<file path="config.mk">
export PLATFORM = sky130hd
export DESIGN_NAME = utf8_decode_script_classify_core
export DESIGN_NICKNAME = d
export VERILOG_FILES = /design/src/rtl/u8sc_pkg.sv /design/src/rtl/utf8_decode_script_classify_core.sv /design/src/rtl/u8sc_front.sv /design/src/rtl/u8sc_midq.sv /design/src/rtl/u8sc_back.sv
export SDC_FILE = /design/constraint.sdc
export NUM_CORES = 1
export LEC_CHECK = 0
export ABC_AREA = 1
export CORE_ASPECT_RATIO = 1.25
export CORE_MARGIN = 2
export CORE_UTILIZATION = 30
export CTS_CLUSTER_DIAMETER = 30
export DETAILED_ROUTE_END_ITERATION = 10
export DONT_BUFFER_PORTS = 1
export SLEW_MARGIN = 20
export SYNTH_ARGS = -nofsm -noshare
export SYNTH_HDL_FRONTEND = slang
export SYNTH_SLANG_ARGS = --single-unit
export TNS_END_PERCENT = 100
</file>
<file path="constraint.sdc">
create_clock -name clk -period 7.5 [get_ports clk]
set_input_delay 0.75 -clock clk [delete_from_list [all_inputs] [get_ports clk]]
set_output_delay 0.75 -clock clk [all_outputs]
set_load 0.03 [all_outputs]
</file>
<file path="src/rtl/u8sc_pkg.sv">
// Shared types, constants and the script range classifier for the
// UTF-8 decode / script classify core. No dependencies.
`default_nettype none

package u8sc_pkg;

  typedef logic [20:0] cp_t;
  typedef logic [1:0]  class_t;
  typedef logic [1:0]  cfg_index_t;

  localparam class_t CLASS_LATIN = 2'd0;
  localparam class_t CLASS_JP    = 2'd1;
  localparam class_t CLASS_KR    = 2'd2;
  localparam class_t CLASS_SC    = 2'd3;

  localparam cfg_index_t REG_JP_AVAILABLE = 2'd0;
  localparam cfg_index_t REG_KR_AVAILABLE = 2'd1;
  localparam cfg_index_t REG_SC_AVAILABLE = 2'd2;

  localparam cp_t REPLACEMENT_CP = 21'h00FFFD;

  localparam int unsigned MID_DEPTH_DEFAULT = 4;

  typedef struct packed {
    logic [7:0] text_byte;
    logic       end_of_text;
  } text_t;

  typedef struct packed {
    cp_t    code_point;
    class_t script_class;
    logic   new_run;
    logic   bad_sequence;
    logic   last_result;
  } result_t;

  // decoded codepoint travelling from decoder to classifier
  typedef struct packed {
    cp_t  code_point;
    logic bad_sequence;
    logic last_result;
    logic text_first;
  } token_t;

  typedef struct packed {
    logic [1:0] count;
    token_t     tok0;
    token_t     tok1;
  } token_pair_t;

  typedef struct packed {
    logic jp;
    logic kr;
    logic sc;
  } avail_t;

  function automatic logic in_rng(input cp_t c, input cp_t lo, input cp_t hi);
    return (c >= lo) && (c <= hi);
  endfunction

  function automatic class_t classify(input cp_t c, input avail_t av);
    logic   kr_hit;
    logic   cjk_hit;
    logic   bpmf_hit;
    class_t cls;
    kr_hit = in_rng(c, 21'h01100, 21'h011FF) || in_rng(c, 21'h0302E, 21'h0302F) ||
             in_rng(c, 21'h03131, 21'h0318E) || in_rng(c, 21'h0A960, 21'h0A97C) ||
             in_rng(c, 21'h0AC00, 21'h0D7A3) || in_rng(c, 21'h0D7B0, 21'h0D7C6) ||
             in_rng(c, 21'h0D7CB, 21'h0D7FB);
    cjk_hit = in_rng(c, 21'h03000, 21'h030FF) || in_rng(c, 21'h03400, 21'h04DBF) ||
              in_rng(c, 21'h04E00, 21'h09FFF) || in_rng(c, 21'h0F900, 21'h0FAFF) ||
              in_rng(c, 21'h0FF00, 21'h0FFEF) || in_rng(c, 21'h20000, 21'h2A6DF) ||
              in_rng(c, 21'h2A700, 21'h2CEAF);
    bpmf_hit = in_rng(c, 21'h002EA, 21'h002EB) || in_rng(c, 21'h03100, 21'h0312F) ||
               in_rng(c, 21'h031A0, 21'h031BF);
    if (kr_hit) begin
      cls = av.kr ? CLASS_KR : CLASS_LATIN;
    end else if (cjk_hit) begin
      cls = av.jp ? CLASS_JP : (av.sc ? CLASS_SC : CLASS_LATIN);
    end else if (bpmf_hit) begin
      cls = av.sc ? CLASS_SC : CLASS_LATIN;
    end else begin
      cls = CLASS_LATIN;
    end
    return cls;
  endfunction

endpackage

`default_nettype wire

</file>
<file path="src/rtl/utf8_decode_script_classify_core.sv">
// UTF-8 decoder with script class and run-start tagging.
// A byte's results are registered in the token queue and then in the result queue before they show at result.
// Throughput: one byte per cycle while full is low; one result per cycle leaves the
// classifier while its result queue has room, so input is held off once the token queue is nearly full.
// Reset (synchronous rst): decoder cleared, at text start, all classes available.
// Depends on u8sc_pkg, u8sc_front, u8sc_midq, u8sc_back.
`default_nettype none

module utf8_decode_script_classify_core
  import u8sc_pkg::*;
#(
  parameter int unsigned MID_DEPTH = MID_DEPTH_DEFAULT
) (
  input  logic       clk,
  input  logic       rst,
  input  logic       push,
  output logic       full,
  input  text_t      text,
  output logic       empty,
  input  logic       pop,
  output result_t    result,
  input  logic       cfg_write,
  input  cfg_index_t cfg_index,
  input  logic       cfg_data
);

  logic        accept;
  token_pair_t pair;
  logic        mid_empty;
  logic        mid_pop;
  token_t      mid_head;

  assign accept = push && !full;

  u8sc_front u_front (
    .clk    (clk),
    .rst    (rst),
    .accept (accept),
    .text   (text),
    .pair   (pair)
  );

  u8sc_midq #(
    .DEPTH (MID_DEPTH)
  ) u_midq (
    .clk   (clk),
    .rst   (rst),
    .wr_en (accept),
    .pair  (pair),
    .full  (full),
    .empty (mid_empty),
    .rd_en (mid_pop),
    .head  (mid_head)
  );

  u8sc_back u_back (
    .clk       (clk),
    .rst       (rst),
    .tok_empty (mid_empty),
    .tok       (mid_head),
    .tok_pop   (mid_pop),
    .cfg_write (cfg_write),
    .cfg_index (cfg_index),
    .cfg_data  (cfg_data),
    .empty     (empty),
    .pop       (pop),
    .result    (result)
  );

endmodule

`default_nettype wire

</file>
<file path="src/rtl/u8sc_front.sv">
// UTF-8 byte decoder: holds the partial sequence and emits zero, one or
// two decoded codepoints per accepted byte. Depends on u8sc_pkg.
`default_nettype none

module u8sc_front
  import u8sc_pkg::*;
(
  input  logic        clk,
  input  logic        rst,
  input  logic        accept,
  input  text_t       text,
  output token_pair_t pair
);

  cp_t        partial;
  logic [1:0] remaining;
  logic       at_start;

  cp_t        partial_next;
  logic [1:0] remaining_next;
  logic [7:0] b;
  logic       eot;
  logic       do_lead;
  logic       e0v, e1v, e2v;
  cp_t        e1cp;
  logic       e1bad;
  cp_t        shifted;
  token_t     t0, t1, t2;

  assign b   = text.text_byte;
  assign eot = text.end_of_text;
  assign shifted = {partial[14:0], b[5:0]};

  always_comb begin
    e0v            = 1'b0;
    e1v            = 1'b0;
    e1cp           = {13'd0, b};
    e1bad          = 1'b0;
    do_lead        = 1'b0;
    partial_next   = partial;
    remaining_next = remaining;
    if (remaining != 2'd0) begin
      if (b[7:6] == 2'b10) begin
        partial_next   = shifted;
        remaining_next = remaining - 2'd1;
        if (remaining == 2'd1) begin
          e1v          = 1'b1;
          e1cp         = shifted;
          partial_next = '0;
        end
      end else begin
        e0v            = 1'b1;
        partial_next   = '0;
        remaining_next = 2'd0;
        do_lead        = 1'b1;
      end
    end else begin
      do_lead = 1'b1;
    end
    if (do_lead) begin
      priority if (!b[7]) begin
        e1v = 1'b1;
      end else if (!b[6]) begin
        e1v   = 1'b1;
        e1cp  = REPLACEMENT_CP;
        e1bad = 1'b1;
      end else if (!b[5]) begin
        partial_next   = {16'd0, b[4:0]};
        remaining_next = 2'd1;
      end else if (!b[4]) begin
        partial_next   = {17'd0, b[3:0]};
        remaining_next = 2'd2;
      end else begin
        partial_next   = {18'd0, b[2:0]};
        remaining_next = 2'd3;
      end
    end
    e2v = eot && (remaining_next != 2'd0);
    if (eot) begin
      partial_next   = '0;
      remaining_next = 2'd0;
    end
  end

  always_comb begin
    t0 = '{code_point: REPLACEMENT_CP, bad_sequence: 1'b1,
           last_result: 1'b0, text_first: 1'b0};
    t1 = '{code_point: e1cp, bad_sequence: e1bad,
           last_result: 1'b0, text_first: 1'b0};
    t2 = t0;
    pair.count = {1'b0, e0v} + {1'b0, e1v} + {1'b0, e2v};
    pair.tok0  = e0v ? t0 : (e1v ? t1 : t2);
    pair.tok1  = (e0v && e1v) ? t1 : t2;
    pair.tok0.text_first = at_start;
    // end flag goes on whichever token is the final one
    pair.tok0.last_result = eot && (pair.count == 2'd1);
    pair.tok1.last_result = eot && (pair.count == 2'd2);
  end

  always_ff @(posedge clk) begin
    if (rst) begin
      partial   <= '0;
      remaining <= 2'd0;
      at_start  <= 1'b1;
    end else if (accept) begin
      partial   <= partial_next;
      remaining <= remaining_next;
      if (eot) begin
        at_start <= 1'b1;
      end else if (pair.count != 2'd0) begin
        at_start <= 1'b0;
      end
    end
  end

endmodule

`default_nettype wire

</file>
<file path="src/rtl/u8sc_midq.sv">
// Token queue between decoder and classifier; takes up to two tokens
// per cycle, gives one. Depends on u8sc_pkg.
`default_nettype none

module u8sc_midq
  import u8sc_pkg::*;
#(
  parameter int unsigned DEPTH = MID_DEPTH_DEFAULT  // at least 2
) (
  input  logic        clk,
  input  logic        rst,
  input  logic        wr_en,
  input  token_pair_t pair,
  output logic        full,
  output logic        empty,
  input  logic        rd_en,
  output token_t      head
);

  localparam int unsigned PtrW = (DEPTH > 1) ? $clog2(DEPTH) : 1;
  localparam int unsigned CntW = $clog2(DEPTH + 1);
  localparam logic [PtrW-1:0] LastIdx = PtrW'(DEPTH - 1);

  token_t          store [DEPTH];
  logic [PtrW-1:0] wr_ptr;
  logic [PtrW-1:0] rd_ptr;
  logic [CntW-1:0] count;
  logic [PtrW-1:0] wr_ptr1;
  logic [PtrW-1:0] wr_ptr2;
  logic [PtrW-1:0] rd_ptr1;
  logic [1:0]      n_wr;
  logic            do_rd;

  function automatic logic [PtrW-1:0] incr(input logic [PtrW-1:0] p);
    return (p == LastIdx) ? '0 : p + PtrW'(1);
  endfunction

  assign wr_ptr1 = incr(wr_ptr);
  assign wr_ptr2 = incr(wr_ptr1);
  assign rd_ptr1 = incr(rd_ptr);
  assign n_wr    = wr_en ? pair.count : 2'd0;
  assign empty   = (count == '0);
  assign full    = (count > CntW'(DEPTH - 2));
  assign do_rd   = rd_en && !empty;
  assign head    = store[rd_ptr];

  always_ff @(posedge clk) begin
    if (n_wr != 2'd0) begin
      store[wr_ptr] <= pair.tok0;
    end
    if (n_wr == 2'd2) begin
      store[wr_ptr1] <= pair.tok1;
    end
  end

  always_ff @(posedge clk) begin
    if (rst) begin
      wr_ptr <= '0;
      rd_ptr <= '0;
      count  <= '0;
    end else begin
      unique case (n_wr)
        2'd1:    wr_ptr <= wr_ptr1;
        2'd2:    wr_ptr <= wr_ptr2;
        default: wr_ptr <= wr_ptr;
      endcase
      if (do_rd) begin
        rd_ptr <= rd_ptr1;
      end
      count <= count + CntW'(n_wr) - CntW'(do_rd);
    end
  end

endmodule

`default_nettype wire

</file>
<file path="src/rtl/u8sc_back.sv">
// Script classifier and run tracker with a two-entry result queue;
// holds the font availability registers. Depends on u8sc_pkg.
`default_nettype none

module u8sc_back
  import u8sc_pkg::*;
(
  input  logic       clk,
  input  logic       rst,
  input  logic       tok_empty,
  input  token_t     tok,
  output logic       tok_pop,
  input  logic       cfg_write,
  input  cfg_index_t cfg_index,
  input  logic       cfg_data,
  output logic       empty,
  input  logic       pop,
  output result_t    result
);

  avail_t     avail;
  class_t     prev_class;
  result_t    slot [2];
  logic       wr_ptr;
  logic       rd_ptr;
  logic [1:0] count;

  class_t     cls;
  logic       do_pop;
  result_t    res_next;

  assign cls     = classify(tok.code_point, avail);
  assign tok_pop = !tok_empty && (count != 2'd2);
  assign empty   = (count == 2'd0);
  assign do_pop  = pop && !empty;
  assign result  = slot[rd_ptr];

  always_comb begin
    res_next.code_point   = tok.code_point;
    res_next.script_class = cls;
    res_next.new_run      = tok.text_first || (cls != prev_class);
    res_next.bad_sequence = tok.bad_sequence;
    res_next.last_result  = tok.last_result;
  end

  always_ff @(posedge clk) begin
    if (tok_pop) begin
      slot[wr_ptr] <= res_next;
    end
  end

  always_ff @(posedge clk) begin
    if (rst) begin
      avail      <= '{jp: 1'b1, kr: 1'b1, sc: 1'b1};
      prev_class <= CLASS_LATIN;
      wr_ptr     <= 1'b0;
      rd_ptr     <= 1'b0;
      count      <= 2'd0;
    end else begin
      if (cfg_write) begin
        unique case (cfg_index)
          REG_JP_AVAILABLE: avail.jp <= cfg_data;
          REG_KR_AVAILABLE: avail.kr <= cfg_data;
          REG_SC_AVAILABLE: avail.sc <= cfg_data;
          default:          avail    <= avail;
        endcase
      end
      if (tok_pop) begin
        prev_class <= cls;
        wr_ptr     <= ~wr_ptr;
      end
      if (do_pop) begin
        rd_ptr <= ~rd_ptr;
      end
      count <= count + {1'b0, tok_pop} - {1'b0, do_pop};
    end
  end

endmodule

`default_nettype wire
</file>
# ---- After elaboration in Yosys (flattened, before gate mapping)
# Memories as Yosys holds them, arrays and structs flattened. A register that Yosys moved wholly into a read port is not among the register bits.
# Cells that the tools add are included.
dict set report word_totals {
  reg_bits 40
  mem_bits_rw 148
  in_bits 17
  output_inout_bits 28
  word_cells 192
  n_memories 2
}
# memory depth word_bits rd rd_clocked_by_memory_dff write_ports line
set memory_table {}
lappend memory_table {u_midq.store 4 24 1 1 2 u8sc_midq.sv:24} ;# token_t store [DEPTH];
lappend memory_table {u_back.slot 2 26 1 1 1 u8sc_back.sv:23} ;# result_t slot [2];
dict set report classes {
  addsub 10
  order_cmp 35
  n_eq_ne 13
  n_mux 61
  n_bitwise 2
  reduce_logical 56
}
# op n
set ops {}
lappend ops {{two-way mux 21 bit} 14}
lappend ops {{less-or-equal comparator 21 x 16 -> 1 bit, second input constant} 7}
lappend ops {{greater-or-equal comparator 21 x 14 -> 1 bit, second input constant} 6}
lappend ops {{greater-or-equal comparator 21 x 16 -> 1 bit, second input constant} 6}
lappend ops {{less-or-equal comparator 21 x 14 -> 1 bit, second input constant} 5}
lappend ops {{two-way mux 24 bit} 3}
lappend ops {{greater-or-equal comparator 21 x 18 -> 1 bit, second input constant} 2}
lappend ops {{less-or-equal comparator 21 x 18 -> 1 bit, second input constant} 2}
lappend ops {{two-way mux 2 bit} 19}
lappend ops {{logical AND 1 bit} 25}
lappend ops {{two-way mux 1 bit} 23}
lappend ops {{greater-or-equal comparator 21 x 10 -> 1 bit, second input constant} 1}
lappend ops {{greater-or-equal comparator 21 x 13 -> 1 bit, second input constant} 1}
lappend ops {{greater-or-equal comparator 21 x 15 -> 1 bit, second input constant} 1}
lappend ops {{less-or-equal comparator 21 x 10 -> 1 bit, second input constant} 1}
lappend ops {{less-or-equal comparator 21 x 13 -> 1 bit, second input constant} 1}
lappend ops {{less-or-equal comparator 21 x 15 -> 1 bit, second input constant} 1}
lappend ops {{logical OR 1 bit} 15}
lappend ops {{equality test 2 bit, second input constant} 7}
lappend ops {{nonzero test 2 bit} 6}
lappend ops {{equality test 2 x 1 -> 1 bit, second input constant} 4}
lappend ops {{AND reduction 2 bit} 4}
lappend ops {{adder 2 x 1 -> 2 bit, second input constant} 3}
lappend ops {{adder 2 x 1 -> 2 bit} 2}
lappend ops {{other kinds (14)} 18}

# ---- Longest topological paths before layout
dict set report logic_depth {
  word_depth 13
  ltp_mapped 24
  ltp_nobuf 22
}

# ---- By module
# Synthesis repeated with hierarchy kept, for this count alone.
dict set report hier_totals {
  hier_cells 1222
  hier_area_um2 10281.1
}
# module n_inst cells_per_inst area_per_inst_um2 seq_area_each_um2
set modules_own_cells {}
lappend modules_own_cells {u8sc_midq 1 551 5227.5 3062.9}
lappend modules_own_cells {u8sc_back 1 462 3782.4 1761.7}
lappend modules_own_cells {u8sc_front 1 207 1261.2 360.3}
lappend modules_own_cells {utf8_decode_script_classify_core 1 2 10.0 0.0}

# ---- Worst setup path after synthesis
# Ideal clock, no wire load.
dict set report synth_path {
  path_kind {in2reg}
  from {input port text[8] (netlist name)}
  to {memory u_midq.store[3][10] (netlist name) (enable)}
  setup_time_ps 380
  arrival_ps 3456
  t_required_ps 7120
  setup_slack_ps 3664
  stages 17
  n_path_buf 2
  path_cell_list {inv_1 > nor2_1 > inv_1 > nor2_1 > inv_1 > o21ai_0 > nor2_1 > nor2_1 > fa_1 > inv_1 > nor2_1 > inv_1 > ha_1 > clkbuf_1 > nand2_1 > clkbuf_1 > nand2_1}
}
# item line
set synth_lines {}
lappend synth_lines {{from (decl)} utf8_decode_script_classify_core.sv:18} ;# input text_t text,
lappend synth_lines {{to (decl)} u8sc_midq.sv:24}

==> impl_results.md <==
- Remaining antenna violation count after routing: 0
- CTS sink cnt: 185
- Synth Instances: 1178
- Initial antenna violation count: 0
- Synth warnings: 0
- Routability cong.: 0.889
- Top post-synthesis cells by area: edfxtp_1, nand2_1, dfxtp_1, nor2_1, nand3_1
- Total track usage: 0.150
- TritonRoute pass-1 iters: 7
- CP startpoint kind: flop
- Core Region: 32900 um^2
- Setup slack after layout: 3.35 ns
- Pwr per Cell Area: 437 nW/um^2
- Largest net degree at the start of global routing: 51
- Die height: 209 um
- Fmax: 241 MHz
- Global-route wire length before repair: 41.1 mm
- Post-CTS sizing: 0
- Slew @ Worst Pin: 1.04 ns
- Post-synth EDFFs: 144
- CTS tree: done
- Post-synth cell types: 42
- Most used DFF post-synth: edfxtp_1
- Worst setup endpoint: u_midq.store[2][17]
- Top Ports: 45
- CP Capture Type: flop
- Setup_tns: 0 ns
- Final nets: 1198
- Pins over their slew limit: 0
- Worst Hold Class: input port to flop
- Synth Register Bits: 185
- Htree depth: 4
- FILL cells: 3369
- Most frequent cell after synthesis: nand2_1
- Launch point of the worst reg-to-reg path: u_front.remaining[0]
- Critical Path Source: u_front.remaining[0]
- Min Tclk post-route: 4.15 ns
- CP Data Arrival Time: 4.40 ns
- IO Port Bufs: 0
- Async SR Flop Fraction: 0
- TritonCTS buffer count: 17
- Final worst path period share: 0.554
- Most common library cells after synthesis: nand2_1, edfxtp_1, nor2_1
- Reg-to-Reg End: u_midq.store[2][17]
- Worst EP required: 7.75 ns
- Total Routed Length: 25.9 mm
- Post-synthesis cell area: 10000 um^2
- Total Power: 0.00480 W
- Die Wd: 168 um
- R2R cell count: 14
- Sequential fraction of the synthesis area: 0.512
- Syn Nets: 1214
- Worst vdd ir: 0.191 mV
- Routed vias: 8018
- Clock-pin transition on the worst setup and hold timing paths: 0.08 ns
- Dpl hpwl: 19.3 mm
- Routed WL per cell: 16.3 um
- Vias per inst: 5.03
- DRC viols: 0
- Area Growth Syn to Fin: 9.58%
- FF-to-FF setup slack: 3.35 ns
- Worst skew pair latency: 0.44 ns
- Worst-path maximum fanout: 24
- Final hold viol count: 0
- Num rows: 74
- Synth top area share: 0.431
- Post-CTS setup buffer count: 0
- Initial DRC count: 560
- ANT cells: 0
- Congestion Overflow GR: 0
- Multi-input logic area: 4310 um^2
- Share of layout cells above drive strength 1: 0.112
- Cell taking the most area after synthesis: edfxtp_1
- FF+latch area: 5140 um^2
- Post-cts hold buffer count: 0
- Worst clock skew: 0.0141 ns
- Final Util: 0.335
- Finish-stage setup viols: 0
- CTS Root Buffer Type: clkbuf_16
- Max-cap check violation count: 0
- Initial core utilization: 0.305
- Deepest clock path buffer count: 2
- Vias in the first global route: 7624
- Die area: 35000 um^2
- Syn avg cell area: 8.52 um^2
- Crit Path Class: flop to flop
- RSZ-0062 raised after global routing: no
- Pre-CTS WS: 3.14 ns
- Outcome: completed
- Max-slew headroom: 0.302
- Leak: 4.23 nW
## cell usage in the layout (no fill, tap or decap), types with 7 or more instances in the layout
master / Yosys / final
a21oi_1: 40 / 40
clkbuf_16: 0 / 19
dfxtp_1: 41 / 41
edfxtp_1: 144 / 144
ha_1: 17 / 17
inv_1: 79 / 79
mux2_2: 26 / 26
nand2_1: 329 / 329
nand2_2: 30 / 30
nand3_1: 97 / 97
nand4_1: 10 / 10
nor2_1: 142 / 140
nor2_2: 16 / 18
nor3_1: 12 / 12
o21ai_0: 70 / 70
o21ai_1: 7 / 7
o22ai_1: 34 / 34
## cells by family after synthesis
kind of cell / count (synthesis) / synth area share
compound gates: 165 / 0.0907
xor+xnor: 4 / 0.00349
fa+ha+maj: 19 / 0.0252
buf+inv: 129 / 0.0586
flops: 185 / 0.512
mux: 26 / 0.0292
simple gates: 650 / 0.280
## metal layers
layer	vias up	share of wire	GRT usage
met1	3803	0.43	0.190
met3	33	0.050	0.0230
met2	235	0.49	0.255
li1	3947	-	-
met4	0	0.029	0.0618
met5	-	0	0
## power by group
group / switching (W) / internal (W) / leakage [nW]
sequential: 0.0000787 / 0.00150 / 1.66
combinational: 0.00172 / 0.000571 / 2.26
clock: 0.000447 / 0.000493 / 0.312
total: 0.00224 / 0.00256 / 4.23
## sequential cells by signal (all words and copies together) (netlist names), named ones only
register / cells
u_midq.rd_ptr: 2
u_back.count: 2
u_back.rd_ptr: 1
u_front.remaining: 2
u_midq.store: 96
u_back.slot: 52
u_midq.count: 3
u_back.avail: 3
u_midq.wr_ptr: 2
u_front.partial: 15
u_back.prev_class: 2
u_front.at_start: 1
u_back.wr_ptr: 1
## worst max-delay path: stages (launching register included)
cell,delay [ns]
dfxtp_1,0.40
inv_1,0.08
ha_1,0.29
nor2_1,0.26
inv_1,0.10
nor2_1,0.13
nor2_1,0.10
fa_1,0.51
inv_1,0.06
nor2_1,0.14
inv_1,0.09
ha_1,0.31
nand2_1,0.32
nand3_1,0.74
o21ai_0,0.41
## cell type report
| cell class | count | share of cell area |
|---|---|---|
| Clock inverter | 13 | 0.0149 |
| Multi-Input combinational cell | 864 | 0.392 |
| Clock buffer | 19 | 0.0432 |
| Tap cell | 418 | 0.0475 |
| Sequential cell | 185 | 0.468 |
| Inverter | 88 | 0.0307 |
| Timing Repair Buffer | 6 | 0.00409 |
## worst min-delay path by stage
| stage | from | endpoint | slack, ns | cells past startpoint |
|---|---|---|---|---|
| floorplan | u_back.rd_ptr | flop | 0.43 | 1 |
| global placement | u_back.rd_ptr | u_back.rd_ptr | 0.43 | 1 |
| detailed placement | u_back.rd_ptr | u_back.rd_ptr | 0.44 | 1 |
| CTS | rst | u_front.partial[2] | 0.35 | 1 |
| global route | rst | u_front.partial[2] | 0.34 | 1 |
| finish | rst | u_front.partial[2] | 0.36 | 1 |
## stage by stage
step	hold WS, ns	std cells	instance area [um^2]
2_1_floorplan	0.426	1178	10000
4_1_cts	0.349	1593	11000
5_1_grt	0.343	1593	11000
3_3_place_gp	0.435	1561	10400
6_report	0.363	1593	11000
3_5_place_dp	0.443	1561	10400
Power figures use the tool's default switching activity.
